File: src/rtl/core/mexp_pkg.sv
// Shared types and constants for the modular exponentiation block.
// No dependencies; imported by every module of the block.
`default_nettype none
package mexp_pkg;

  localparam int unsigned MSG_W   = 8;    // message value width
  localparam int unsigned VAL_W   = 31;   // exponent, modulus and residue width
  localparam int unsigned BIT_W   = 5;    // index over VAL_W bits
  localparam int unsigned CFG_IDX_W = 1;

  localparam logic [VAL_W-1:0] EXP_RESET = VAL_W'(5);
  localparam logic [VAL_W-1:0] MOD_RESET = VAL_W'(221);
  localparam logic [BIT_W-1:0] TOP_BIT   = BIT_W'(VAL_W - 1);

  // Configuration register indexes
  localparam logic [CFG_IDX_W-1:0] CFG_EXPONENT = 1'b0;
  localparam logic [CFG_IDX_W-1:0] CFG_MODULUS  = 1'b1;

  // Operand selection for the modular multiplier
  typedef enum logic [1:0] {
    OP_REDUCE,  // 1 * message : reduces the base
    OP_SQUARE,  // acc * acc
    OP_MULT     // acc * base
  } op_e;

  // Source of the result register
  typedef enum logic [1:0] {
    FIN_ZERO,   // modulus below two
    FIN_ONE,    // zero exponent
    FIN_MUL     // last multiplier product
  } fin_e;

  typedef struct packed {
    logic             load;       // latch message, acc <= 1
    logic             mul_start;
    op_e              op;
    logic             wr_base;
    logic             wr_acc;
    logic             finish;
    fin_e             fin_sel;
    logic [BIT_W-1:0] bit_idx;
  } cmd_t;

  typedef struct packed {
    logic mul_done;
    logic exp_bit;
    logic exp_zero;
    logic mod_small;
  } stat_t;

endpackage
`default_nettype wire

File: src/rtl/core/modular_exponentiation.sv
// Top level of the modular exponentiation block: controller plus datapath.
// Depends on mexp_pkg, mexp_ctrl, mexp_datapath (and mexp_mulmod below it).
`default_nettype none
// Computes cipher_value = message_value ^ exponent mod modulus by left-to-right
// square-and-multiply. A request is taken when start is high while busy is
// low. The base is first reduced modulo the modulus, then every one of the 31
// exponent bits costs a square and each set bit also a multiply. All products
// go through one bit-serial modular multiplier: a launch, one shift-add-reduce
// step per operand bit, then a result. busy stays high until the last product
// of a request is written; done_o strobes, and cipher_value_o takes the result,
// in the same cycle that busy drops. With a zero exponent
// or a modulus below two the answer (1, or 0 for the small modulus) strobes in
// the cycle right after the request. done_o is high for exactly one cycle and
// the receiver cannot stall it; cipher_value_o holds until the next result, and
// a new request may be issued in the strobe cycle. Configuration (index 0:
// exponent, index 1: modulus, reset 5 and 221) is written through cfg_we_i and
// must only change while busy is low and no strobe is pending.
module modular_exponentiation (
  input  wire                            clk_i,
  input  wire                            rst_ni,
  input  wire                            cfg_we_i,
  input  wire [mexp_pkg::CFG_IDX_W-1:0]  cfg_idx_i,
  input  wire [mexp_pkg::VAL_W-1:0]      cfg_wdata_i,
  input  wire                            start,
  output logic                           busy,
  input  wire [mexp_pkg::MSG_W-1:0]      message_value_i,
  output logic                           done_o,
  output logic [mexp_pkg::VAL_W-1:0]     cipher_value_o
);
  import mexp_pkg::*;

  cmd_t  cmd;
  stat_t stat;

  // sequencing: idle, base reduction, then square / multiply per exponent bit
  mexp_ctrl u_ctrl (
    .clk_i  (clk_i),
    .rst_ni (rst_ni),
    .start  (start),
    .busy   (busy),
    .stat_i (stat),
    .cmd_o  (cmd),
    .done_o (done_o)
  );

  // registers, operand muxing, serial multiplier and result register
  mexp_datapath u_datapath (
    .clk_i           (clk_i),
    .rst_ni          (rst_ni),
    .cfg_we_i        (cfg_we_i),
    .cfg_idx_i       (cfg_idx_i),
    .cfg_wdata_i     (cfg_wdata_i),
    .message_value_i (message_value_i),
    .cmd_i           (cmd),
    .stat_o          (stat),
    .cipher_value_o  (cipher_value_o)
  );

endmodule
`default_nettype wire

File: src/rtl/core/mexp_mulmod.sv
// Bit-serial modular multiplier: r = a * b mod m, one bit of b per cycle.
// Depends on mexp_pkg. Requires a < m.
`default_nettype none
module mexp_mulmod (
  input  wire                          clk_i,
  input  wire                          rst_ni,
  input  wire                          start_i,
  input  wire [mexp_pkg::VAL_W-1:0]    a_i,
  input  wire [mexp_pkg::VAL_W-1:0]    b_i,
  input  wire [mexp_pkg::VAL_W-1:0]    m_i,
  output logic                         done_o,
  output logic [mexp_pkg::VAL_W-1:0]   r_o
);
  import mexp_pkg::*;

  logic [VAL_W-1:0] a_q, b_q, m_q, r_q, r_d;
  logic [BIT_W-1:0] cnt_q;
  logic             running_q, done_q;
  logic [VAL_W+1:0] t, m1, m2;

  // r <= (2r + bit*a) mod m; the sum stays below 3m
  always_comb begin
    t  = {1'b0, r_q, 1'b0} + {2'b00, (b_q[VAL_W-1] ? a_q : '0)};
    m1 = {2'b00, m_q};
    m2 = {1'b0, m_q, 1'b0};
    if (t >= m2) begin
      r_d = VAL_W'(t - m2);
    end else if (t >= m1) begin
      r_d = VAL_W'(t - m1);
    end else begin
      r_d = VAL_W'(t);
    end
  end

  always_ff @(posedge clk_i or negedge rst_ni) begin
    if (!rst_ni) begin
      running_q <= 1'b0;
      done_q    <= 1'b0;
      cnt_q     <= '0;
    end else begin
      done_q <= 1'b0;
      if (start_i) begin
        running_q <= 1'b1;
        cnt_q     <= TOP_BIT;
      end else if (running_q) begin
        cnt_q <= cnt_q - 1'b1;
        if (cnt_q == '0) begin
          running_q <= 1'b0;
          done_q    <= 1'b1;
        end
      end
    end
  end

  always_ff @(posedge clk_i) begin
    if (start_i) begin
      a_q <= a_i;
      b_q <= b_i;
      m_q <= m_i;
      r_q <= '0;
    end else if (running_q) begin
      r_q <= r_d;
      b_q <= {b_q[VAL_W-2:0], 1'b0};
    end
  end

  assign done_o = done_q;
  assign r_o    = r_q;

  a_start_idle: assert property (@(posedge clk_i) disable iff (!rst_ni)
    start_i |-> !running_q)
    else $error("multiplier restarted while running");
  a_last_done: assert property (@(posedge clk_i) disable iff (!rst_ni)
    (running_q && cnt_q == '0 && !start_i) |=> done_q)
    else $error("multiplier missed its done pulse");
  a_reduced: assert property (@(posedge clk_i) disable iff (!rst_ni)
    (done_q && m_q >= VAL_W'(2)) |-> r_q < m_q)
    else $error("multiplier result not reduced");

endmodule
`default_nettype wire

File: src/rtl/core/mexp_datapath.sv
// Datapath: configuration registers, base and accumulator, result register.
// Depends on mexp_pkg and mexp_mulmod.
`default_nettype none
module mexp_datapath (
  input  wire                            clk_i,
  input  wire                            rst_ni,
  input  wire                            cfg_we_i,
  input  wire [mexp_pkg::CFG_IDX_W-1:0]  cfg_idx_i,
  input  wire [mexp_pkg::VAL_W-1:0]      cfg_wdata_i,
  input  wire [mexp_pkg::MSG_W-1:0]      message_value_i,
  input  wire mexp_pkg::cmd_t            cmd_i,
  output mexp_pkg::stat_t                stat_o,
  output logic [mexp_pkg::VAL_W-1:0]     cipher_value_o
);
  import mexp_pkg::*;

  logic [VAL_W-1:0] exponent_q, modulus_q;
  logic [VAL_W-1:0] base_q, acc_q, cipher_q;
  logic [VAL_W-1:0] mm_a, mm_b, mm_r;
  logic             mm_done;

  always_ff @(posedge clk_i or negedge rst_ni) begin
    if (!rst_ni) begin
      exponent_q <= EXP_RESET;
      modulus_q  <= MOD_RESET;
    end else if (cfg_we_i) begin
      case (cfg_idx_i)
        CFG_EXPONENT: exponent_q <= cfg_wdata_i;
        CFG_MODULUS:  modulus_q  <= cfg_wdata_i;
        default: ;
      endcase
    end
  end

  always_comb begin
    case (cmd_i.op)
      OP_REDUCE: begin
        mm_a = VAL_W'(1);
        mm_b = base_q;
      end
      OP_SQUARE: begin
        mm_a = acc_q;
        mm_b = acc_q;
      end
      OP_MULT: begin
        mm_a = acc_q;
        mm_b = base_q;
      end
      default: begin
        mm_a = acc_q;
        mm_b = base_q;
      end
    endcase
  end

  mexp_mulmod u_mulmod (
    .clk_i   (clk_i),
    .rst_ni  (rst_ni),
    .start_i (cmd_i.mul_start),
    .a_i     (mm_a),
    .b_i     (mm_b),
    .m_i     (modulus_q),
    .done_o  (mm_done),
    .r_o     (mm_r)
  );

  always_ff @(posedge clk_i) begin
    if (cmd_i.load) begin
      base_q <= {{(VAL_W-MSG_W){1'b0}}, message_value_i};
      acc_q  <= VAL_W'(1);
    end else begin
      if (cmd_i.wr_base) base_q <= mm_r;
      if (cmd_i.wr_acc)  acc_q  <= mm_r;
    end
    if (cmd_i.finish) begin
      case (cmd_i.fin_sel)
        FIN_ZERO: cipher_q <= '0;
        FIN_ONE:  cipher_q <= VAL_W'(1);
        FIN_MUL:  cipher_q <= mm_r;
        default:  cipher_q <= mm_r;
      endcase
    end
  end

  assign stat_o.mul_done  = mm_done;
  assign stat_o.exp_bit   = exponent_q[cmd_i.bit_idx];
  assign stat_o.exp_zero  = (exponent_q == '0);
  assign stat_o.mod_small = (modulus_q < VAL_W'(2));
  assign cipher_value_o   = cipher_q;

endmodule
`default_nettype wire

File: src/rtl/core/mexp_ctrl.sv
// Controller: sequences base reduction and the square-and-multiply scan.
// Depends on mexp_pkg; drives mexp_datapath through cmd_t.
`default_nettype none
module mexp_ctrl (
  input  wire                  clk_i,
  input  wire                  rst_ni,
  input  wire                  start,
  output logic                 busy,
  input  wire mexp_pkg::stat_t stat_i,
  output mexp_pkg::cmd_t       cmd_o,
  output logic                 done_o
);
  import mexp_pkg::*;

  typedef enum logic [2:0] {
    ST_IDLE,
    ST_RED_GO,
    ST_RED_WAIT,
    ST_SQ_GO,
    ST_SQ_WAIT,
    ST_MUL_GO,
    ST_MUL_WAIT
  } state_e;

  state_e           state_q;
  logic [BIT_W-1:0] idx_q;
  logic             done_q;
  logic             accept, trivial, last_bit;

  assign accept   = start && (state_q == ST_IDLE);
  assign trivial  = stat_i.mod_small || stat_i.exp_zero;
  assign last_bit = (idx_q == '0);

  always_comb begin
    cmd_o         = '0;
    cmd_o.bit_idx = idx_q;
    cmd_o.op      = OP_REDUCE;
    cmd_o.fin_sel = FIN_MUL;
    case (state_q)
      ST_IDLE: begin
        if (accept) begin
          cmd_o.load    = 1'b1;
          cmd_o.finish  = trivial;
          cmd_o.fin_sel = stat_i.mod_small ? FIN_ZERO : FIN_ONE;
        end
      end
      ST_RED_GO: begin
        cmd_o.mul_start = 1'b1;
        cmd_o.op        = OP_REDUCE;
      end
      ST_RED_WAIT: begin
        cmd_o.op      = OP_REDUCE;
        cmd_o.wr_base = stat_i.mul_done;
      end
      ST_SQ_GO: begin
        cmd_o.mul_start = 1'b1;
        cmd_o.op        = OP_SQUARE;
      end
      ST_SQ_WAIT: begin
        cmd_o.op     = OP_SQUARE;
        cmd_o.wr_acc = stat_i.mul_done;
        cmd_o.finish = stat_i.mul_done && !stat_i.exp_bit && last_bit;
      end
      ST_MUL_GO: begin
        cmd_o.mul_start = 1'b1;
        cmd_o.op        = OP_MULT;
      end
      ST_MUL_WAIT: begin
        cmd_o.op     = OP_MULT;
        cmd_o.wr_acc = stat_i.mul_done;
        cmd_o.finish = stat_i.mul_done && last_bit;
      end
      default: ;
    endcase
  end

  always_ff @(posedge clk_i or negedge rst_ni) begin
    if (!rst_ni) begin
      state_q <= ST_IDLE;
      idx_q   <= '0;
      done_q  <= 1'b0;
    end else begin
      done_q <= cmd_o.finish;
      case (state_q)
        ST_IDLE: begin
          if (accept && !trivial) begin
            state_q <= ST_RED_GO;
            idx_q   <= TOP_BIT;
          end
        end
        ST_RED_GO:   state_q <= ST_RED_WAIT;
        ST_RED_WAIT: if (stat_i.mul_done) state_q <= ST_SQ_GO;
        ST_SQ_GO:    state_q <= ST_SQ_WAIT;
        ST_SQ_WAIT: begin
          if (stat_i.mul_done) begin
            if (stat_i.exp_bit) begin
              state_q <= ST_MUL_GO;
            end else if (last_bit) begin
              state_q <= ST_IDLE;
            end else begin
              idx_q   <= idx_q - 1'b1;
              state_q <= ST_SQ_GO;
            end
          end
        end
        ST_MUL_GO:   state_q <= ST_MUL_WAIT;
        ST_MUL_WAIT: begin
          if (stat_i.mul_done) begin
            if (last_bit) begin
              state_q <= ST_IDLE;
            end else begin
              idx_q   <= idx_q - 1'b1;
              state_q <= ST_SQ_GO;
            end
          end
        end
        default: state_q <= ST_IDLE;
      endcase
    end
  end

  assign busy   = (state_q != ST_IDLE);
  assign done_o = done_q;

  a_done_idle: assert property (@(posedge clk_i) disable iff (!rst_ni)
    done_q |-> state_q == ST_IDLE)
    else $error("result strobe outside idle");
  a_accept_busy: assert property (@(posedge clk_i) disable iff (!rst_ni)
    (accept && !trivial) |=> (busy && !done_q))
    else $error("accepted request did not start");
  a_trivial_done: assert property (@(posedge clk_i) disable iff (!rst_ni)
    (accept && trivial) |=> (done_q && !busy))
    else $error("trivial request not answered at once");

endmodule
`default_nettype wire
File: config.mk
export PLATFORM = sky130hd
export DESIGN_NAME = modular_exponentiation
export DESIGN_NICKNAME = d
export VERILOG_FILES = /design/src/rtl/core/mexp_pkg.sv /design/src/rtl/core/modular_exponentiation.sv /design/src/rtl/core/mexp_mulmod.sv /design/src/rtl/core/mexp_datapath.sv /design/src/rtl/core/mexp_ctrl.sv
export SDC_FILE = /design/constraint.sdc
export NUM_CORES = 1
export LEC_CHECK = 0
export ABC_AREA = 0
export BUFFER_PORTS_ARGS = -buffer_cell sky130_fd_sc_hd__clkbuf_2
export CAP_MARGIN = 20
export CELL_PAD_IN_SITES_DETAIL_PLACEMENT = 1
export CELL_PAD_IN_SITES_GLOBAL_PLACEMENT = 1
export CORE_ASPECT_RATIO = 1.1
export CORE_MARGIN = 3
export CORE_UTILIZATION = 53
export DETAILED_ROUTE_END_ITERATION = 12
export PLACE_DENSITY = 0.9
export SLEW_MARGIN = 20
export SYNTH_ARGS = -nofsm -noshare
export SYNTH_HDL_FRONTEND = slang
export SYNTH_SLANG_ARGS = --single-unit
File: constraint.sdc
create_clock -name clk_i -period 15.85 [get_ports clk_i]
set_input_delay 0.7925 -clock clk_i [delete_from_list [all_inputs] [get_ports clk_i]]
set_output_delay 0.7925 -clock clk_i [all_outputs]
set_load 0.02 [all_outputs]
==> results.yml <==
timing:
  max_freq_ghz: 0.144
  timing.final.crit_share_pct: 43.8
  rsz_0062_raised_after_global_routing: "false"
  setup_violations: 0
  final.hold.worst_slack_ns: 0.394
  timing.final.hold_violations: 0
  min_period_ns: 6.94
  worst_slack_ns: 8.91
  worst_clock_skew_ns: 0.0228
  timing.setup.tns_ns: 0
  timing.final.max_slew_violations: 0
  worstMarginPinSlew_ns: 1.06
  max_slew_margin_pct: 29.1
routing:
  antenna_left: 0
  detail_route.vias_per_cell: 6.34
  drt_drc_violations_left: 0
  detail_route.iter0.violations: 1085
  dr.pass1.iters: 5
  via_count: 13900
  routed_wirelength_um: 52200
  wl_per_cell_um: 23.9
yosys:
  synth_warnings: 0
  ys_ff_latch: 295
  netlist-cell-type-count: 85
  synthesis.instances: 1704
  synth.yosys.seq_area_share_pct: 45.5
  mapped_cell_area_um2: 16700
  synth-edff-count: 132
  synth_top_flop_cell: "sky130_fd_sc_hd__edfxtp_1"
  postSynthAreaPerCell_um2: 9.83
  synth_async_sr_flop_share_pct: 26.4
  synth_fp_nets: 1846
floorplanning:
  floorplan.io_pins: 77
  effective_utilization_at_floorplan_pct: 54.3
  die_width_um: 176
  fp.dieH_um: 192
  die_area_um2: 33800
  floorplan.rows: 67
  floorplan.core_area_um2: 30800
run:
  maxCapViolations: 0
place:
  port_buf_inserts: 76
  placement_stage_worst_setup_slack_ns: 9.18
  post_dp_cell_area_um2: 17400
  place.gp.congestion: 0.885
  dpl.cell_count: 2128
  dp_hpwl_um: 36800
clocking:
  cts-resized-gates: 0
  worst_skew_pair.late_latency_ns: 0.59
  clkSlewWorstSetupHoldPaths_ns: 0.06
  h_tree_level_count: 1
  tritoncts: "done"
  clock_sink_count: 295
  post_cts.repair.setup_buffers: 0
  holdBufCountCts: 0
  clock_path_buffers: 3
  clk_root_buffer_cell: "sky130_fd_sc_hd__clkbuf_16"
  cts_made_buffers: 31
global_route:
  met1_usage_pct: 36.3
  largest_net_degree_at_the_start_of_global_routing: 79
  grt_pass1_wl_um: 82700
  grt_busiest_layer: "met2"
  grt_pass1_vias: 14900
  groute.layer.met3.usage_pct: 4.47
  global_route.overflow_total: 0
  initial_antenna_violation_count: 2
  globalRouteTotalUtil_pct: 30.9
  grtUsageMet2_pct: 55.5
setup_path:
  path_class: "flop to flop"
  timing.critical_path.mode_cell: "sky130_fd_sc_hd__o21ai_0"
  critical-path-max-stage-delay_ns: 0.83
  endpoint_kind: "flop"
  ff2ff_setup_slack_ns: 8.91
  rr_endpoint: "u_datapath.u_mulmod.r_o[0]$_SDFFE_PN0P_"
  critPathRequiredTime_ns: 16.30
  arrival_ns: 7.39
  critPathLaunchType: "flop"
  critPathSlowestCell: "sky130_fd_sc_hd__edfxtp_1"
  r2r-start: "u_datapath.u_mulmod.b_q[30]$_DFFE_PP_"
  worst_r2r_path_depth: 22
  crit_path_cell_chain: "and2_1 > ha_1 > fa_1 > a211oi_1 > o21ai_0 > or3b_2 > a21oi_1 > nor2_1 > o21ai_0 > nand3_1 > a21oi_1 > ha_1 > and3_1 > nand2_1 > nor4_1 > a41o_1 > a2111oi_0 > o21ai_0 > or2_2 > nor2_1 > mux2_2 > a211oi_1"
  worst-path-max-fanout: 31
final_layout:
  most-common-layout-cells: "sky130_fd_sc_hd__nand2_1, sky130_fd_sc_hd__a21oi_1, sky130_fd_sc_hd__edfxtp_1"
  layout.core_utilization_pct: 59.9
  design.final.nets: 1889
  antenna-diode-count: 0
  layout.filler_cells: 3493
  layout-drive-gt1-share_pct: 14.4
  syn_to_final_growth_pct: 10.3
  post_layout_nonfiller_instances: 2186
  final_cell_area_um2: 18500
power:
  p_leak_nw: 7.43
  total_power_after_layout_mw: 4.84
  power_density_nw_per_um2: 262
  irDropWorstVdd_uv: 124
status:
  run_status: "finished, final reports clean"
hold_path:
  min-delay-path-class: "input port to asynchronous set/reset pin"
==> final cells by class <==
class	instances	area (um^2)	share of cell area, %
multi-input cells	1273	8600	46.5
flip-flops and latches	295	7630	41.3
clock buffers	48	931	5.04
well taps	414	518	2.80
repair buffers	91	495	2.68
inverters	55	208	1.12
clock inverters	10	96.3	0.521
==> cell usage after synthesis (23+ instances only) <==
master,count,area share (%)
sky130_fd_sc_hd__xnor2_1,48,2.5
sky130_fd_sc_hd__a21o_1,45,2.0
sky130_fd_sc_hd__inv_1,54,1.2
sky130_fd_sc_hd__mux2_2,67,4.5
sky130_fd_sc_hd__nand3_1,23,0.69
sky130_fd_sc_hd__clkbuf_1,63,1.4
sky130_fd_sc_hd__nor2_1,95,2.1
sky130_fd_sc_hd__dfxtp_1,85,10
sky130_fd_sc_hd__nor2b_1,40,1.5
sky130_fd_sc_hd__o21ai_0,77,2.3
sky130_fd_sc_hd__edfxtp_1,132,24
sky130_fd_sc_hd__dfrtp_1,70,10
sky130_fd_sc_hd__xor2_1,38,2.0
sky130_fd_sc_hd__nand2_1,195,4.4
sky130_fd_sc_hd__o22ai_1,31,1.2
sky130_fd_sc_hd__and2_1,64,2.4
sky130_fd_sc_hd__ha_1,95,7.1
sky130_fd_sc_hd__a21oi_1,193,5.8
==> state kept, by name, summed over array words and instances, names as in the netlist <==
signal / flops
u_datapath.u_mulmod.r_o: 31
u_datapath.cipher_value_o: 31
u_ctrl.done_o: 1
u_datapath.modulus_q: 31
u_datapath.base_q: 31
u_datapath.u_mulmod.cnt_q: 5
u_datapath.u_mulmod.m_q: 31
u_ctrl.state_q: 3
u_datapath.u_mulmod.running_q: 1
u_datapath.u_mulmod.a_q: 31
u_ctrl.idx_q: 5
u_datapath.u_mulmod.done_o: 1
u_datapath.exponent_q: 31
u_datapath.u_mulmod.b_q: 31
u_datapath.acc_q: 31
==> logic make-up after synthesis <==
kind of cell / synth area share (%)
muxes: 6.42
and+or+nand+nor: 15.3
AOI/OAI and AO/OA: 17.6
buffers and inverters: 3.26
DFF: 45.5
adders and majority gates: 7.46
xor gates and xnor gates: 4.50
==> routing by layer <==
layer,up-vias,part of all wire [%]
li1,6294,-
met1,6934,39
met2,439,51
met3,190,4.6
met4,2,5.1
met5,-,0.029
==> report_power, final <==
group / switching [mW] / internal [mW] / total, mW
clock: 0.317 / 0.421 / 0.738
sequential: 0.137 / 0.933 / 1.07
combinational: 1.81 / 1.23 / 3.03
==> worst max-delay path, delay by kind of cell (launching register included) <==
family | cells | cell delay, ns
adders and majority gates | 3 | 0.86
AOI/OAI and AO/OA | 9 | 2.52
DFF | 1 | 0.83
and+or+nand+nor | 9 | 2.20
muxes | 1 | 0.37
==> worst max path at each step <==
stage | start | end | slack, ns | depth (start not counted)
floorplan | u_datapath.u_mulmod.b_q[30]$_DFFE_PP_ | u_datapath.u_mulmod.r_o[0]$_SDFFE_PN0P_ | 10.63 | 23
global placement | u_datapath.u_mulmod.b_q[30]$_DFFE_PP_ | u_datapath.u_mulmod.r_o[0]$_SDFFE_PN0P_ | 9.51 | 22
detailed placement | u_datapath.u_mulmod.b_q[30]$_DFFE_PP_ | u_datapath.u_mulmod.r_o[0]$_SDFFE_PN0P_ | 9.18 | 22
CTS | u_datapath.u_mulmod.b_q[30]$_DFFE_PP_ | u_datapath.u_mulmod.r_o[0]$_SDFFE_PN0P_ | 8.91 | 22
global route | u_datapath.u_mulmod.b_q[30]$_DFFE_PP_ | u_datapath.u_mulmod.r_o[0]$_SDFFE_PN0P_ | 8.38 | 22
finish | u_datapath.u_mulmod.b_q[30]$_DFFE_PP_ | u_datapath.u_mulmod.r_o[0]$_SDFFE_PN0P_ | 8.91 | 22
Note: power is estimated with default switching activity, not from simulation.
